==> src/rtl/sseg_pkg.sv <==
// ----------------------------------------------------------------------------
// sseg_pkg
// types, codes and constants shared by the display command encoder
// ----------------------------------------------------------------------------
package sseg_pkg;

    localparam int DIGITS_DEFAULT = 4;
    localparam int VAL_W          = 14;
    localparam int CONV_CNT_W     = $clog2(VAL_W + 1);
    localparam int FIFO_DEPTH     = 4;
    localparam int FIFO_PTR_W     = $clog2(FIFO_DEPTH);

    localparam logic [VAL_W-1:0] LIMIT_RESET  = 14'd9999;
    localparam logic [3:0]       BRIGHT_MAX   = 4'd15;
    localparam logic [3:0]       BRIGHT_RESET = 4'd15;
    localparam logic [3:0]       BLANK_CODE   = 4'd15;

    localparam logic [3:0] ADDR_NOOP      = 4'd0;
    localparam logic [3:0] ADDR_DIGIT1    = 4'd1;
    localparam logic [3:0] ADDR_DECODE    = 4'd9;
    localparam logic [3:0] ADDR_INTENSITY = 4'd10;
    localparam logic [3:0] ADDR_SCAN      = 4'd11;
    localparam logic [3:0] ADDR_SHUTDOWN  = 4'd12;
    localparam logic [3:0] ADDR_TEST      = 4'd15;

    localparam logic [7:0] DATA_OFF        = 8'h00;
    localparam logic [7:0] DATA_ON         = 8'h01;
    localparam logic [7:0] DATA_DECODE_ALL = 8'hFF;

    typedef enum logic [3:0] {
        CMD_INIT      = 4'd0,
        CMD_SET_VALUE = 4'd1,
        CMD_INTENSITY = 4'd2,
        CMD_TEST_ON   = 4'd3,
        CMD_TEST_OFF  = 4'd4,
        CMD_BLANK     = 4'd5,
        CMD_RESTORE   = 4'd6,
        CMD_SHUTDOWN  = 4'd7,
        CMD_WAKE      = 4'd8,
        CMD_QUERY     = 4'd9
    } cmd_t;

    typedef struct packed {
        cmd_t             kind;
        logic [VAL_W-1:0] value;
        logic [3:0]       bright;
    } q_entry_t;

    typedef struct packed {
        logic [3:0]       addr;
        logic [7:0]       data;
        logic             last;
        logic [VAL_W-1:0] shown;
    } wr_t;

    function automatic longint pow10(input int n);
        longint p;
        p = 1;
        for (int i = 0; i < n; i++) p = p * 10;
        return p;
    endfunction

endpackage

==> src/rtl/sseg_front.sv <==
// ----------------------------------------------------------------------------
// sseg_front
// accepts commands, keeps value and brightness, queues known commands
// ----------------------------------------------------------------------------
module sseg_front #(
    parameter int DIGITS = sseg_pkg::DIGITS_DEFAULT
) (
    input  logic                       clk,
    input  logic                       rst_n,
    input  logic                       s_valid,
    output logic                       s_ready,
    input  logic [3:0]                 action,
    input  logic [15:0]                value,
    input  logic [7:0]                 level,
    input  logic [sseg_pkg::VAL_W-1:0] value_limit,
    input  logic                       full,
    output logic                       push,
    output sseg_pkg::q_entry_t         entry
);
    import sseg_pkg::*;

    localparam logic [31:0] DMAX = 32'(pow10(DIGITS) - 1);

    logic [VAL_W-1:0] value_reg, value_next;
    logic [3:0]       bright_reg, bright_next;
    logic [VAL_W-1:0] lim;
    logic [VAL_W-1:0] clamped;
    logic             is_cmd;

    assign s_ready = !full;
    assign is_cmd  = action inside {[CMD_INIT:CMD_QUERY]};
    assign push    = s_valid && !full && is_cmd;

    assign lim     = ({{(32-VAL_W){1'b0}}, value_limit} > DMAX) ? DMAX[VAL_W-1:0]
                                                                : value_limit;
    assign clamped = (value > {{(16-VAL_W){1'b0}}, lim}) ? lim : value[VAL_W-1:0];

    always_comb
    begin
        value_next  = value_reg;
        bright_next = bright_reg;
        case (cmd_t'(action))
            CMD_INIT:      value_next = '0;
            CMD_SET_VALUE: value_next = clamped;
            CMD_INTENSITY: bright_next = (level > {4'b0, BRIGHT_MAX}) ? BRIGHT_MAX
                                                                      : level[3:0];
            default:       ;
        endcase
    end

    assign entry = '{kind: cmd_t'(action), value: value_next, bright: bright_next};

    always_ff @(posedge clk or negedge rst_n)
    begin
        if (!rst_n)
        begin
            value_reg  <= '0;
            bright_reg <= BRIGHT_RESET;
        end
        else if (push)
        begin
            value_reg  <= value_next;
            bright_reg <= bright_next;
        end
    end

endmodule

==> src/rtl/sseg_fifo.sv <==
// ----------------------------------------------------------------------------
// sseg_fifo
// short command queue between front and back
// ----------------------------------------------------------------------------
module sseg_fifo (
    input  logic               clk,
    input  logic               rst_n,
    input  logic               push,
    input  sseg_pkg::q_entry_t din,
    output logic               full,
    input  logic               pop,
    output logic               nonempty,
    output sseg_pkg::q_entry_t dout
);
    import sseg_pkg::*;

    q_entry_t              mem [FIFO_DEPTH];
    logic [FIFO_PTR_W-1:0] wr_ptr_reg;
    logic [FIFO_PTR_W-1:0] rd_ptr_reg;
    logic [FIFO_PTR_W:0]   count_reg;

    assign full     = (count_reg == (FIFO_PTR_W+1)'(FIFO_DEPTH));
    assign nonempty = (count_reg != '0);
    assign dout     = mem[rd_ptr_reg];

    always_ff @(posedge clk)
    begin
        if (push)
            mem[wr_ptr_reg] <= din;
    end

    always_ff @(posedge clk or negedge rst_n)
    begin
        if (!rst_n)
        begin
            wr_ptr_reg <= '0;
            rd_ptr_reg <= '0;
            count_reg  <= '0;
        end
        else
        begin
            if (push)
                wr_ptr_reg <= wr_ptr_reg + 1'b1;
            if (pop)
                rd_ptr_reg <= rd_ptr_reg + 1'b1;
            if (push && !pop)
                count_reg <= count_reg + 1'b1;
            else if (pop && !push)
                count_reg <= count_reg - 1'b1;
        end
    end

endmodule

==> src/rtl/sseg_bcd.sv <==
// ----------------------------------------------------------------------------
// sseg_bcd
// shift-and-add-3 binary to bcd converter, one bit per cycle
// ----------------------------------------------------------------------------
module sseg_bcd #(
    parameter int DIGITS = sseg_pkg::DIGITS_DEFAULT
) (
    input  logic                       clk,
    input  logic                       rst_n,
    input  logic                       start,
    input  logic [sseg_pkg::VAL_W-1:0] value,
    output logic                       done,
    output logic [DIGITS*4-1:0]        bcd
);
    import sseg_pkg::*;

    localparam int BCD_W = DIGITS * 4;

    logic [VAL_W-1:0]      bin_reg;
    logic [BCD_W-1:0]      bcd_reg;
    logic [CONV_CNT_W-1:0] cnt_reg;
    logic [BCD_W-1:0]      adj;

    assign done = (cnt_reg == '0);
    assign bcd  = bcd_reg;

    always_comb
    begin
        adj = bcd_reg;
        for (int i = 0; i < DIGITS; i++)
        begin
            if (adj[i*4 +: 4] >= 4'd5)
                adj[i*4 +: 4] = adj[i*4 +: 4] + 4'd3;
        end
    end

    always_ff @(posedge clk)
    begin
        if (start)
        begin
            bin_reg <= value;
            bcd_reg <= '0;
        end
        else if (!done)
        begin
            bin_reg <= {bin_reg[VAL_W-2:0], 1'b0};
            bcd_reg <= {adj[BCD_W-2:0], bin_reg[VAL_W-1]};
        end
    end

    always_ff @(posedge clk or negedge rst_n)
    begin
        if (!rst_n)
            cnt_reg <= '0;
        else if (start)
            cnt_reg <= CONV_CNT_W'(VAL_W);
        else if (!done)
            cnt_reg <= cnt_reg - 1'b1;
    end

endmodule

==> src/rtl/sseg_back.sv <==
// ----------------------------------------------------------------------------
// sseg_back
// turns queued commands into driver register words
// ----------------------------------------------------------------------------
module sseg_back #(
    parameter int DIGITS = sseg_pkg::DIGITS_DEFAULT
) (
    input  logic               clk,
    input  logic               rst_n,
    input  logic               q_valid,
    input  sseg_pkg::q_entry_t q_entry,
    output logic               q_pop,
    output logic               m_valid,
    input  logic               m_ready,
    output sseg_pkg::wr_t      m_word
);
    import sseg_pkg::*;

    localparam int IDX_W = (DIGITS > 1) ? $clog2(DIGITS) : 1;
    localparam logic [IDX_W-1:0] IDX_TOP = IDX_W'(DIGITS - 1);

    typedef enum logic [3:0] {
        S_IDLE  = 4'b0001,
        S_PRE   = 4'b0010,
        S_DIG   = 4'b0100,
        S_BLANK = 4'b1000
    } state_t;

    function automatic logic [2:0] pre_len(input cmd_t k);
        logic [2:0] n;
        case (k)
            CMD_INIT:                   n = 3'd5;
            CMD_SET_VALUE, CMD_RESTORE,
            CMD_BLANK:                  n = 3'd0;
            default:                    n = 3'd1;
        endcase
        return n;
    endfunction

    function automatic logic has_val(input cmd_t k);
        logic h;
        case (k)
            CMD_INIT, CMD_SET_VALUE, CMD_TEST_OFF,
            CMD_RESTORE, CMD_WAKE:      h = 1'b1;
            default:                    h = 1'b0;
        endcase
        return h;
    endfunction

    function automatic logic [11:0] pre_word(input cmd_t k, input logic [2:0] i,
                                             input logic [3:0] b);
        logic [11:0] w;
        case (k)
            CMD_INIT:
            begin
                case (i)
                    3'd0:    w = {ADDR_TEST, DATA_OFF};
                    3'd1:    w = {ADDR_SHUTDOWN, DATA_ON};
                    3'd2:    w = {ADDR_SCAN, 8'(DIGITS - 1)};
                    3'd3:    w = {ADDR_DECODE, DATA_DECODE_ALL};
                    default: w = {ADDR_INTENSITY, 4'b0, b};
                endcase
            end
            CMD_INTENSITY: w = {ADDR_INTENSITY, 4'b0, b};
            CMD_TEST_ON:   w = {ADDR_TEST, DATA_ON};
            CMD_TEST_OFF:  w = {ADDR_TEST, DATA_OFF};
            CMD_SHUTDOWN:  w = {ADDR_SHUTDOWN, DATA_OFF};
            CMD_WAKE:      w = {ADDR_SHUTDOWN, DATA_ON};
            default:       w = {ADDR_NOOP, DATA_OFF};
        endcase
        return w;
    endfunction

    state_t           state_reg, state_next;
    cmd_t             kind_reg, kind_next;
    logic [VAL_W-1:0] value_reg, value_next;
    logic [3:0]       bright_reg, bright_next;
    logic [2:0]       pre_idx_reg, pre_idx_next;
    logic [IDX_W-1:0] idx_reg, idx_next;
    logic             lead_reg, lead_next;
    logic             out_valid_reg, out_valid_next;
    wr_t              out_reg, out_next;

    logic             out_free;
    logic             emit;
    logic [11:0]      word;
    logic             word_last;
    logic             conv_done;
    logic [DIGITS*4-1:0] conv_bcd;
    logic [3:0]       dig;
    logic [11:0]      pw;
    logic             pre_end;

    sseg_bcd #(
        .DIGITS (DIGITS)
    ) u_bcd (
        .clk   (clk),
        .rst_n (rst_n),
        .start (q_pop),
        .value (q_entry.value),
        .done  (conv_done),
        .bcd   (conv_bcd)
    );

    assign out_free = !out_valid_reg || m_ready;
    assign dig      = conv_bcd[idx_reg*4 +: 4];
    assign pw       = pre_word(kind_reg, pre_idx_reg, bright_reg);
    assign pre_end  = (pre_idx_reg == pre_len(kind_reg) - 3'd1);

    always_comb
    begin
        state_next     = state_reg;
        kind_next      = kind_reg;
        value_next     = value_reg;
        bright_next    = bright_reg;
        pre_idx_next   = pre_idx_reg;
        idx_next       = idx_reg;
        lead_next      = lead_reg;
        out_valid_next = out_valid_reg && !m_ready;
        out_next       = out_reg;
        q_pop          = 1'b0;
        emit           = 1'b0;
        word           = '0;
        word_last      = 1'b0;

        case (state_reg)
            S_IDLE:
            begin
                if (q_valid)
                begin
                    q_pop        = 1'b1;
                    kind_next    = q_entry.kind;
                    value_next   = q_entry.value;
                    bright_next  = q_entry.bright;
                    pre_idx_next = '0;
                    lead_next    = 1'b1;
                    if (q_entry.kind == CMD_BLANK)
                    begin
                        state_next = S_BLANK;
                        idx_next   = '0;
                    end
                    else if (pre_len(q_entry.kind) != 3'd0)
                        state_next = S_PRE;
                    else
                    begin
                        state_next = S_DIG;
                        idx_next   = IDX_TOP;
                    end
                end
            end
            S_PRE:
            begin
                if (out_free)
                begin
                    emit      = 1'b1;
                    word      = pw;
                    word_last = pre_end && !has_val(kind_reg);
                    if (pre_end)
                    begin
                        if (has_val(kind_reg))
                        begin
                            state_next = S_DIG;
                            idx_next   = IDX_TOP;
                            lead_next  = 1'b1;
                        end
                        else
                            state_next = S_IDLE;
                    end
                    else
                        pre_idx_next = pre_idx_reg + 3'd1;
                end
            end
            S_DIG:
            begin
                if (out_free && conv_done)
                begin
                    emit      = 1'b1;
                    word_last = (idx_reg == '0);
                    if (lead_reg && dig == 4'd0 && idx_reg != '0)
                        word = {4'(idx_reg) + ADDR_DIGIT1, 4'b0, BLANK_CODE};
                    else
                        word = {4'(idx_reg) + ADDR_DIGIT1, 4'b0, dig};
                    lead_next = lead_reg && (dig == 4'd0);
                    if (idx_reg == '0)
                        state_next = S_IDLE;
                    else
                        idx_next = idx_reg - 1'b1;
                end
            end
            S_BLANK:
            begin
                if (out_free)
                begin
                    emit      = 1'b1;
                    word      = {4'(idx_reg) + ADDR_DIGIT1, 4'b0, BLANK_CODE};
                    word_last = (idx_reg == IDX_TOP);
                    if (idx_reg == IDX_TOP)
                        state_next = S_IDLE;
                    else
                        idx_next = idx_reg + 1'b1;
                end
            end
            default:
                state_next = S_IDLE;
        endcase

        if (emit)
        begin
            out_valid_next = 1'b1;
            out_next       = '{addr: word[11:8], data: word[7:0], last: word_last,
                               shown: value_reg};
        end
    end

    assign m_valid = out_valid_reg;
    assign m_word  = out_reg;

    always_ff @(posedge clk or negedge rst_n)
    begin
        if (!rst_n)
        begin
            state_reg     <= S_IDLE;
            out_valid_reg <= 1'b0;
        end
        else
        begin
            state_reg     <= state_next;
            out_valid_reg <= out_valid_next;
        end
    end

    always_ff @(posedge clk)
    begin
        kind_reg    <= kind_next;
        value_reg   <= value_next;
        bright_reg  <= bright_next;
        pre_idx_reg <= pre_idx_next;
        idx_reg     <= idx_next;
        lead_reg    <= lead_next;
        out_reg     <= out_next;
    end

endmodule

==> src/rtl/seven_segment_display_command_encoder.sv <==
// ----------------------------------------------------------------------------
// seven_segment_display_command_encoder
// turns display commands into register words for a bcd-decoding led driver
//
// commands arrive on the s_ stream (action in tuser, value and level in
// tdata); every command word with an unknown action is taken and dropped.
// the driver register words leave on the m_ stream, tlast on the final
// word of a command. value_limit is written over the apb-style port.
// a command is taken at once while the four-entry queue has room; the back
// end pops it when idle. digit words of a command with a value sequence
// wait for the binary to bcd converter started at the pop; other words
// follow one per cycle while the m_ side takes them. the first word of a
// command without value sequence passes the queue, the back end state and
// output registers. a stalled m_ side holds its word, fills the queue and
// then drops s_tready. reset empties the queue, clears the stored value
// and sets brightness to 15 and value_limit to 9999.
// ----------------------------------------------------------------------------
module seven_segment_display_command_encoder #(
    parameter int DIGITS = sseg_pkg::DIGITS_DEFAULT
) (
    input  logic        clk,
    input  logic        rst_n,
    input  logic        s_tvalid,
    output logic        s_tready,
    input  logic [23:0] s_tdata,   // value[15:0], level[23:16]
    input  logic [3:0]  s_tuser,   // action[3:0]
    output logic        m_tvalid,
    input  logic        m_tready,
    output logic [31:0] m_tdata,   // reg_addr[3:0], reg_data[11:4], shown_value[25:12]
    output logic        m_tlast,
    input  logic        psel,
    input  logic        penable,
    input  logic        pwrite,
    input  logic [2:0]  paddr,
    input  logic [31:0] pwdata,
    output logic [31:0] prdata,
    output logic        pready
);
    import sseg_pkg::*;

    logic [VAL_W-1:0] limit_reg;
    logic             push;
    logic             full;
    logic             pop;
    logic             nonempty;
    q_entry_t         f_entry;
    q_entry_t         q_entry;
    wr_t              word;

    assign pready = 1'b1;
    assign prdata = {{(32-VAL_W){1'b0}}, limit_reg};

    always_ff @(posedge clk or negedge rst_n)
    begin
        if (!rst_n)
            limit_reg <= LIMIT_RESET;
        else if (psel && penable && pwrite && pready && !paddr[2])
            limit_reg <= pwdata[VAL_W-1:0];
    end

    sseg_front #(
        .DIGITS (DIGITS)
    ) u_front (
        .clk         (clk),
        .rst_n       (rst_n),
        .s_valid     (s_tvalid),
        .s_ready     (s_tready),
        .action      (s_tuser),
        .value       (s_tdata[15:0]),
        .level       (s_tdata[23:16]),
        .value_limit (limit_reg),
        .full        (full),
        .push        (push),
        .entry       (f_entry)
    );

    sseg_fifo u_fifo (
        .clk      (clk),
        .rst_n    (rst_n),
        .push     (push),
        .din      (f_entry),
        .full     (full),
        .pop      (pop),
        .nonempty (nonempty),
        .dout     (q_entry)
    );

    sseg_back #(
        .DIGITS (DIGITS)
    ) u_back (
        .clk     (clk),
        .rst_n   (rst_n),
        .q_valid (nonempty),
        .q_entry (q_entry),
        .q_pop   (pop),
        .m_valid (m_tvalid),
        .m_ready (m_tready),
        .m_word  (word)
    );

    assign m_tdata = {{(32-12-VAL_W){1'b0}}, word.shown, word.data, word.addr};
    assign m_tlast = word.last;

endmodule
==> config.mk <==
export PLATFORM = sky130hd
export DESIGN_NAME = seven_segment_display_command_encoder
export DESIGN_NICKNAME = d
export VERILOG_FILES = /design/src/rtl/sseg_pkg.sv /design/src/rtl/sseg_front.sv /design/src/rtl/sseg_fifo.sv /design/src/rtl/sseg_bcd.sv /design/src/rtl/sseg_back.sv /design/src/rtl/seven_segment_display_command_encoder.sv
export SDC_FILE = /design/constraint.sdc
export NUM_CORES = 1
export LEC_CHECK = 0
export BUFFER_PORTS_ARGS = -buffer_cell sky130_fd_sc_hd__buf_2
export CAP_MARGIN = 15
export CORE_ASPECT_RATIO = 0.8
export CORE_UTILIZATION = 30
export DETAILED_ROUTE_END_ITERATION = 6
export GPL_TIMING_DRIVEN = 0
export HOLD_SLACK_MARGIN = 0.05
export SYNTH_ARGS = -nofsm -noshare
export SYNTH_HDL_FRONTEND = slang
export SYNTH_HIERARCHICAL = 1
export SYNTH_SLANG_ARGS = --single-unit
export TNS_END_PERCENT = 5
==> constraint.sdc <==
create_clock -name clk -period 4 [get_ports clk]
set_clock_uncertainty 0.05 [all_clocks]
set_input_delay 0.2 -clock clk [delete_from_list [all_inputs] [get_ports clk]]
set_output_delay 0.2 -clock clk [all_outputs]
set_load 0.01 [all_outputs]
Word-level counts from Yosys, hierarchy flattened

Memory sizes are Yosys's and may differ from the RTL's.
Index checks and enable logic that the tools add are counted.

Flip-flop bits (word level): 133
Bits in latches: 0
RAM bits: 88
Bits in read-only memories: 0
Bits of input ports: 70
Output and inout port bits: 68
Logic and storage cells: 203
Memories: 1

Memory list:

| name       | depth | width | rd ports | clocked after Yosys merged registers in | write ports | RTL line        | RTL |
|---|---|---|---|---|---|---|---|
| u_fifo.mem | 4     | 22    | 1        | 0                                       | 1           | sseg_fifo.sv:17 | `q_entry_t mem [FIFO_DEPTH];` |

Add/subtract/negate cells: 14
$mul: 0
Div/mod/pow operators: 0
Magnitude comparators: 9
Equality and inequality tests: 36
Shift-type cells: 1
Multiplexer cells: 77
Bitwise gates (word level): 0
Reductions and logical operators: 44

Operators with widths:

| kind                                                                                | number |
|---|---|
| 12-bit one-hot mux with 6 select lines                                              | 1 |
| 4-bit two-way mux                                                                   | 16 |
| 14-bit two-way mux                                                                  | 4 |
| 11-bit one-hot mux with 4 select lines                                              | 1 |
| 12-bit one-hot mux with 3 select lines                                              | 1 |
| 3-bit two-way mux                                                                   | 11 |
| 4-bit by 3-bit == test with 1-bit output, second input constant                     | 7 |
| 14-bit one-hot mux with 2 select lines                                              | 1 |
| 11-bit two-way mux                                                                  | 2 |
| 1-bit two-way mux                                                                   | 21 |
| 4-bit zero test                                                                     | 5 |
| 2-bit two-way mux                                                                   | 10 |
| 3-bit one-hot mux with 2 select lines                                               | 3 |
| 4-bit by 1-bit == test with 1-bit output, second input constant                     | 4 |
| 4-bit by 2-bit == test with 1-bit output, second input constant                     | 4 |
| 4-bit by 3-bit greater-or-equal comparator with 1-bit output, second input constant | 4 |
| 16-bit by 14-bit greater-than comparator with 1-bit output                          | 1 |
| 2-bit by 1-bit != test with 1-bit output, second input constant                     | 8 |
| 4-bit one-hot mux with 4 select lines                                               | 1 |
| 16-bit by 5-bit indexed part select with 4-bit output                               | 1 |
| 14-bit greater-than comparator, second input constant                               | 1 |
| 1-bit logical AND                                                                   | 13 |
| 4-bit by 2-bit adder with 4-bit output, second input constant                       | 3 |
| 12-bit two-way mux                                                                  | 1 |
| 36 further kinds                                                                    | 57 |

Longest topological paths before layout

Gate-level depths: netlist (run 1).

Depth in word-level cells: 12
Gate-level depth with buffers: 12
Depth with buffers taken out: 10

Hierarchy

The synthesis (run 1) kept the hierarchy.

Modules (own cells, without submodules):

| module                                | instances | cells an instance | area each (um2) | sequential area each (um2) |
|---|---|---|---|---|
| sseg_fifo                             | 1         | 149               | 3,606.0         | 2,817.7 |
| sseg_back                             | 1         | 222               | 2,872.8         | 1,687.9 |
| sseg_front                            | 1         | 257               | 2,097.0         | 455.4 |
| sseg_bcd                              | 1         | 180               | 1,856.8         | 840.8 |
| seven_segment_display_command_encoder | 1         | 57                | 785.8           | 360.3 |

Worst setup path after synthesis (run 1)

OpenSTA, ideal clock, no wires.

Path type: register to register
Start: register limit_reg[7]
End: memory u_fifo/mem[0][10] in the netlist's numbering, data pin
Library setup time: 0.291 ns
Arrival time: 2.951 ns
Required time: 3.659 ns
Path slack: 0.708 ns
Cell stages (with the launch flop): 12
Path buffers: 1
Clock period less this slack: 3.292 ns
Path through: dfrtp_1 -> or4_4 -> a211oi_4 -> o21bai_1 -> inv_1 -> ha_1 -> nor2b_1 -> o211a_1 -> o21ba_2 -> clkbuf_1 -> o311ai_0 -> o211ai_1

RTL lines:

| item                   | RTL line                                    | RTL |
|---|---|---|
| from (decl)            | seven_segment_display_command_encoder.sv:41 | `logic [VAL_W-1:0] limit_reg;` |
| from (signal assigned) | seven_segment_display_command_encoder.sv:58 | `limit_reg <= pwdata[VAL_W-1:0];` |
| to (decl)              | sseg_fifo.sv:17                             |  |

==> impl_metrics.json, run 1 <==
{
  "synth_most_common_cell": "edfxtp_1",
  "drv_cap": 0,
  "yosysSeqAreaShare_pct": 54.9,
  "start_kind": "flop",
  "ant_nets": 0,
  "drive_gt1_share_pct": 27.2,
  "hold_viol_final": 0,
  "setup_viol": 0,
  "vias": 7510,
  "antennaDiodeCount": 0,
  "yosysUniqueCellTypes": 92,
  "port_buffers": 92,
  "cp_slowest_cell": "or4_4",
  "fillers": 3464,
  "worst_pin_slew_ps": 1150,
  "max_stage_delay_ps": 560,
  "synthArstFlopShare_pct": 22.0,
  "synth_warnings": 6,
  "path_clk_slew_ps": 60,
  "synth_top_area_share_pct": 41.2,
  "setup_tns_ps": 0,
  "whs_ps": 88.2,
  "comb_power_share_pct": 36.3,
  "path_cells": "or4_4, a211oi_4, o21bai_1, inv_1, ha_1, nor2b_1, o211a_1, o21ba_2, clkbuf_1, o311ai_0, o211ai_1",
  "wl_per_cell_microns": 16.2,
  "largest_reg_flops": 88,
  "path_buf_inv": 2,
  "die_area_sq_um": 38200,
  "start_util_pct": 30.8,
  "swShare_pct": 34.6,
  "antenna_found_initial": 0,
  "p_clk_share_pct": 22.5,
  "gp_congestion": 0.872,
  "die_width_microns": 218,
  "drtIter0Drc": 496,
  "dp_slack_ps": 41.0,
  "num_io_pins": 138,
  "synth_edf_count": 154,
  "internal_power_uw": 5930,
  "post_cts_buffers": 0,
  "ys_seq_elements": 218,
  "outcome": "completed",
  "met2_usage_pct": 19.7,
  "cts_buffer_depth": 3,
  "placed_area_sq_um": 12400,
  "drc": 0,
  "cts_buffers": 22,
  "power.switching_uw": 3140,
  "fin_crit_ps": 3790,
  "crit_fanout": 10,
  "clock_sinks": 218,
  "routed_wl_microns": 25000,
  "power_leakage_uw": 0.00516,
  "slew-limit-headroom_pct": 23.4,
  "fin_ws_ps": 207,
  "tritoncts": "built",
  "fin_area_sq_um": 13500,
  "powerDensity_nw_per_um2": 670,
  "critPathArrivalTime_ps": 3960,
  "pwr-share-seq_pct": 41.3,
  "grt_usage_pct": 12.9,
  "netlist_top_cells_count": "edfxtp_1 (154), nand2_1 (77), nor2_1 (52)",
  "syn_inst": 865,
  "grt_overflow": 0,
  "insertion_delay_ps": 530,
  "finalCritPeriodShare_pct": 94.8,
  "grt_busiest_layer": "met2",
  "critPathTopFamily": "compound AO/OA/AOI/OAI gates",
  "grt_use_met1_pct": 18.8,
  "cp-end-kind": "flop",
  "hold_depth": 3,
  "core-area_sq_um": 36400,
  "rsz0062_at_grt": "no",
  "reg2regPathDepth": 11,
  "vias_per_cell": 4.87,
  "fmax_mhz": 264,
  "min_path_type": "input pin to flop",
  "firstDrtPassIters": 5,
  "die_y_microns": 175,
  "synth_top_flop_cell": "edfxtp_1",
  "synth_area_leaders": "edfxtp_1 (41%), dfrtp_1 (7.8%), mux4_2 (4.2%)",
  "use_met3_pct": 2.42,
  "grt_max_degree": 33,
  "cp_data_required_time_ps": 4160,
  "synth_top_area_cell": "edfxtp_1",
  "post-dp-hpwl_microns": 17700,
  "htreeDepth": 1,
  "cp.depth": 11,
  "avgSynthCellArea_sq_um": 13.0,
  "clock-root-buffer": "clkbuf_16",
  "grt_pass1_wl_microns": 39200,
  "slew_viol_final": 0,
  "worstSetupPathType": "flop to flop",
  "max-vdd-ir-drop_uv": 341,
  "area_delta_synth_final_pct": 20.7,
  "synthesis.area_sq_um": 11200,
  "fp-row-count": 62,
  "nets": 1153,
  "grt_pass1_vias": 7205
}
-- kinds of logic (layout without fill, tap and decap cells) --
| family | count (synthesis) | after routing | share of synthesized area (%) |
|---|---|---|---|
| xor+xnor | 10 | 10 | 0.848 |
| mux | 59 | 59 | 8.90 |
| fa+ha+maj | 36 | 36 | 4.08 |
| buf+inv | 113 | 288 | 6.22 |
| compound gates | 182 | 182 | 13.1 |
| flops | 218 | 218 | 54.9 |
| simple gates | 245 | 245 | 11.9 |
| other cells | 2 | 25 | 0.0669 |
-- final timing paths --
check / startpoint / end / slack, ps
worst min register to register: u_back/value_reg[4] / u_back/m_word[4] / 370
max in group asynchronous: rst_n / u_front/bright_reg[3] / 3180
worst max register to register: limit_reg[7] / u_fifo/mem[0][10] / 210
worst max-delay path: limit_reg[7] / u_fifo/mem[0][10] / 210
worst min-delay path: s_tdata[11] / u_front/value_reg[11] / 90
min in group asynchronous: rst_n / u_front/value_reg[11] / 100
-- worst register-to-register path, stage by stage (launching register included) --
cell and delay (ps):
dfrtp_1 430, or4_4 560, a211oi_4 320, o21bai_1 140
inv_1 70, ha_1 230, nor2b_1 130, o211a_1 240
o21ba_2 250, clkbuf_1 270, o311ai_0 550, o211ai_1 250
-- layer usage --
metal | routed length, microns | vias to the layer above
met5 | 0 | -
met4 | 507 | 0
met3 | 1370 | 44
met2 | 11000 | 205
met1 | 12200 | 3638
li1 | - | 3623
-- metrics by stage --
stage,utilization [%],std cells,power [uW]
5_1_grt,37.2,1543,9630
3_3_place_gp,34.0,1460,6930
6_report,37.2,1543,9070
2_1_floorplan,-,888,6080
3_5_place_dp,34.0,1461,7020
4_1_cts,37.1,1541,9130
-- cell type report --
| type | count | area [sq um] | share of cell area, % |
|---|---|---|---|
| flip-flops and latches | 218 | 6160 | 45.5 |
| multi-input cells | 557 | 4440 | 32.8 |
| repair buffers | 135 | 923 | 6.82 |
| well taps | 480 | 601 | 4.44 |
| clock buffers | 29 | 597 | 4.41 |
| plain buffers | 72 | 542 | 4.00 |
| inverters | 41 | 163 | 1.20 |
| clock inverters | 11 | 108 | 0.795 |
-- placed cells by master, fill, tap and decap left out, types with 19 or more instances in the layout --
cell type      Yosys  routed
dlygate4sd3_1      0      40
edfxtp_1         154     154
or3_1             26      26
nor2b_1           19      19
o211ai_1          23      23
inv_1             39      38
nand2_1           77      77
nor2_1            52      52
buf_2              9     101
mux4_2            21      21
o21ai_0           19      19
dfrtp_1           35      35
ha_1              35      35
buf_4             32      32
clkbuf_16          0      22
conb_1             2      25
-- power groups by stage --
stage	sequential (uW)	clock (uW)	combinational, uW
after global placement	3780	0	3150
after global routing	3820	2190	3620
after floorplan	3690	0	2390
final	3740	2040	3290
after detailed placement	3800	0	3230
after CTS	3750	2100	3280
-- timing repair --
action,in CTS,in global routing
gates resized for setup,0,5
hold buffers,40,0
endpoints found under the setup margin,0,30
endpoints found under the hold margin,101,0
(Power assumes the default switching activity.)
==> run 2: changes to the inputs <==
- SYNTH_HIERARCHICAL: 1 -> not set
==> run 2 against run 1 <==
  * Worst setup slack improved by 100 ps
  * Die area decreased by 9.4%
  * Power is 4.9% lower
  * Clock-buffer cell count up 4
  * Global-route usage is essentially flat
  * Critical path depth unchanged
  * Fmax increased by 2.8%
  * Highest routed layer is now met5
==> impl_metrics.json, run 2 <==
{
  "outcome": "completed",
  "routed_wl_microns": 22100,
  "cp-end-kind": "flop",
  "num_io_pins": 138,
  "synthesis.area_sq_um": 10100,
  "powerDensity_nw_per_um2": 696,
  "drive_gt1_share_pct": 23.5,
  "netlist_top_cells_count": "edfxtp_1 (154), nand2_1 (121), o21ai_0 (57)",
  "multi_input_area_sq_um": 3640,
  "worst_pin_slew_ps": 1110,
  "rsz0062_at_grt": "no",
  "ant_nets": 0,
  "yosysSeqAreaShare_pct": 60.7,
  "setup_tns_ps": 0,
  "grt_max_degree": 35,
  "die_width_microns": 208,
  "area_delta_synth_final_pct": 21.9,
  "path_clk_slew_ps": 60,
  "power_leakage_uw": 0.00478,
  "max-vdd-ir-drop_uv": 360,
  "critPathArrivalTime_ps": 3870,
  "reg2regPathDepth": 11,
  "clock_sinks": 218,
  "yosysUniqueCellTypes": 65,
  "post-dp-hpwl_microns": 15500,
  "hold_viol_final": 0,
  "cp.depth": 11,
  "firstDrtPassIters": 4,
  "synth_warnings": 0,
  "final_common_cell": "edfxtp_1",
  "insertion_delay_ps": 520,
  "ys_seq_elements": 218,
  "worstSetupPathType": "flop to flop",
  "die_y_microns": 167,
  "grt_usage_pct": 12.9,
  "largest_reg_flops": 88,
  "fin_crit_ps": 3690,
  "cp_slowest_cell": "o21ai_0",
  "finalCritPeriodShare_pct": 92.2,
  "nets": 1094,
  "fillers": 3228,
  "post_cts_buffers": 0,
  "path_buf_inv": 0,
  "antenna_found_initial": 1,
  "slew-limit-headroom_pct": 25.7,
  "core-area_sq_um": 32900,
  "drtIter0Drc": 371,
  "tritoncts": "built",
  "vias": 6728,
  "start_util_pct": 30.8,
  "cts_buffer_depth": 3,
  "cp_common_cell": "nor4_1",
  "synth_top_area_share_pct": 45.6,
  "whs_ps": 67.5,
  "drv_cap": 0,
  "clock-root-buffer": "clkbuf_16",
  "setup_viol": 0,
  "final_util_pct": 37.6,
  "fmax_mhz": 271,
  "synth_area_leaders": "edfxtp_1 (46%), dfrtp_1 (8.6%), mux4_2 (5.5%)",
  "grt_overflow": 0,
  "vias_per_cell": 4.70,
  "htreeDepth": 1,
  "final_cell_mix": "edfxtp_1 (154), nand2_1 (121), buf_2 (96)",
  "synth_top_flop_cell": "edfxtp_1",
  "fp-row-count": 59,
  "power_uw": 8620,
  "synth_edf_count": 154,
  "port_buffers": 92,
  "antennaDiodeCount": 0,
  "path_cells": "nor4_1, nor2_1, o31ai_4, nand2_1, ha_1, nand4_1, nor4_1, o21bai_1, a31oi_1, mux2_2, o21ai_0",
  "min_path_type": "input pin to asynchronous set/reset pin",
  "gp_congestion": 0.850,
  "synthArstFlopShare_pct": 22.0,
  "critPathTopFamily": "compound AO/OA/AOI/OAI gates",
  "grt_pass1_vias": 6758,
  "die_area_sq_um": 34600,
  "cp_data_required_time_ps": 4180,
  "cts_buffers": 23,
  "syn_inst": 808,
  "seq_area_sq_um": 6160,
  "synth_top_area_cell": "edfxtp_1",
  "start_kind": "flop",
  "slew_viol_final": 0,
  "max_stage_delay_ps": 500,
  "synth_most_common_cell": "edfxtp_1",
  "drc": 0,
  "avgSynthCellArea_sq_um": 12.6,
  "wl_per_cell_microns": 15.4,
  "grt_pass1_wl_microns": 36000,
  "crit_fanout": 5
}
==> run 2: power by group <==
part | total (uW) | switching, uW | leakage (uW) | internal (uW)
clock network | 2000 | 867 | 0.000343 | 1140
registers | 3690 | 358 | 0.00216 | 3330
logic | 2920 | 1720 | 0.00228 | 1200
==> run 2: kinds of logic after synthesis <==
group / after synthesis / share of synthesized area, %
buf+inv: 89 / 4.44
mux: 52 / 8.65
compound gates: 150 / 8.84
fa+ha+maj: 37 / 4.64
xor+xnor: 13 / 1.12
simple gates: 247 / 11.5
flops: 218 / 60.7
other cells: 2 / 0.0740
==> run 2: path summary, 6_finish.rpt <==
kind                                        end                 from  slack (ps)
max reg2reg                    u_fifo.mem[1][9]         limit_reg[7]         310
max                            u_fifo.mem[1][9]         limit_reg[7]         310
max in group asynchronous   u_back.state_reg[0]                rst_n        3230
min                                limit_reg[4]                rst_n          70
min in group clk           u_front.value_reg[7]           s_tdata[7]          70
min reg2reg                    u_back.m_word[6]  u_back.value_reg[6]         370
==> run 2: per-layer routing <==
layer | vias to the layer above | track usage [%] | part of all wire [%]
li1 | 3287 | - | -
met1 | 3247 | 18.4 | 50
met2 | 160 | 19.9 | 43
met3 | 32 | 2.85 | 4.7
met4 | 2 | 3.29 | 2.2
met5 | - | 0 | 0.059
==> run 2: per-stage QoR <==
stage               instance area [sq um]  setup WS [ps]  cells
floorplan                           10200            830    831
global placement                    11200           -138   1350
detailed placement                  11300           -214   1352
CTS                                 12300           44.6   1427
global route                        12400           7.26   1430
finish                              12400            311   1430
==> run 2: final cells by class <==
class	instances	share of cell area (%)
timing repair buffer	131	7.14
clock inverter	8	0.384
buffer	59	2.74
multi-input combinational	524	29.4
inverter	30	0.910
sequential	218	49.8
clock buffer	33	5.28
tap	427	4.32
==> run 2: worst reg2reg max path: cells and delay by family (launching register included) <==
family                   cells  cell delay, ps
AO/OA/AOI/OAI                4            1170
AND/OR/NAND/NOR              5            1140
flip-flops                   1             400
adder cells (fa/ha/maj)      1             330
multiplexers                 1             310
==> run 2: what timing repair did <==
| item | in CTS | in global routing |
|---|---|---|
| endpoints found under the setup margin | 20 | 36 |
| endpoints found under the hold margin | 100 | 0 |
| gates resized for setup | 3 | 4 |
| hold buffers | 34 | 0 |
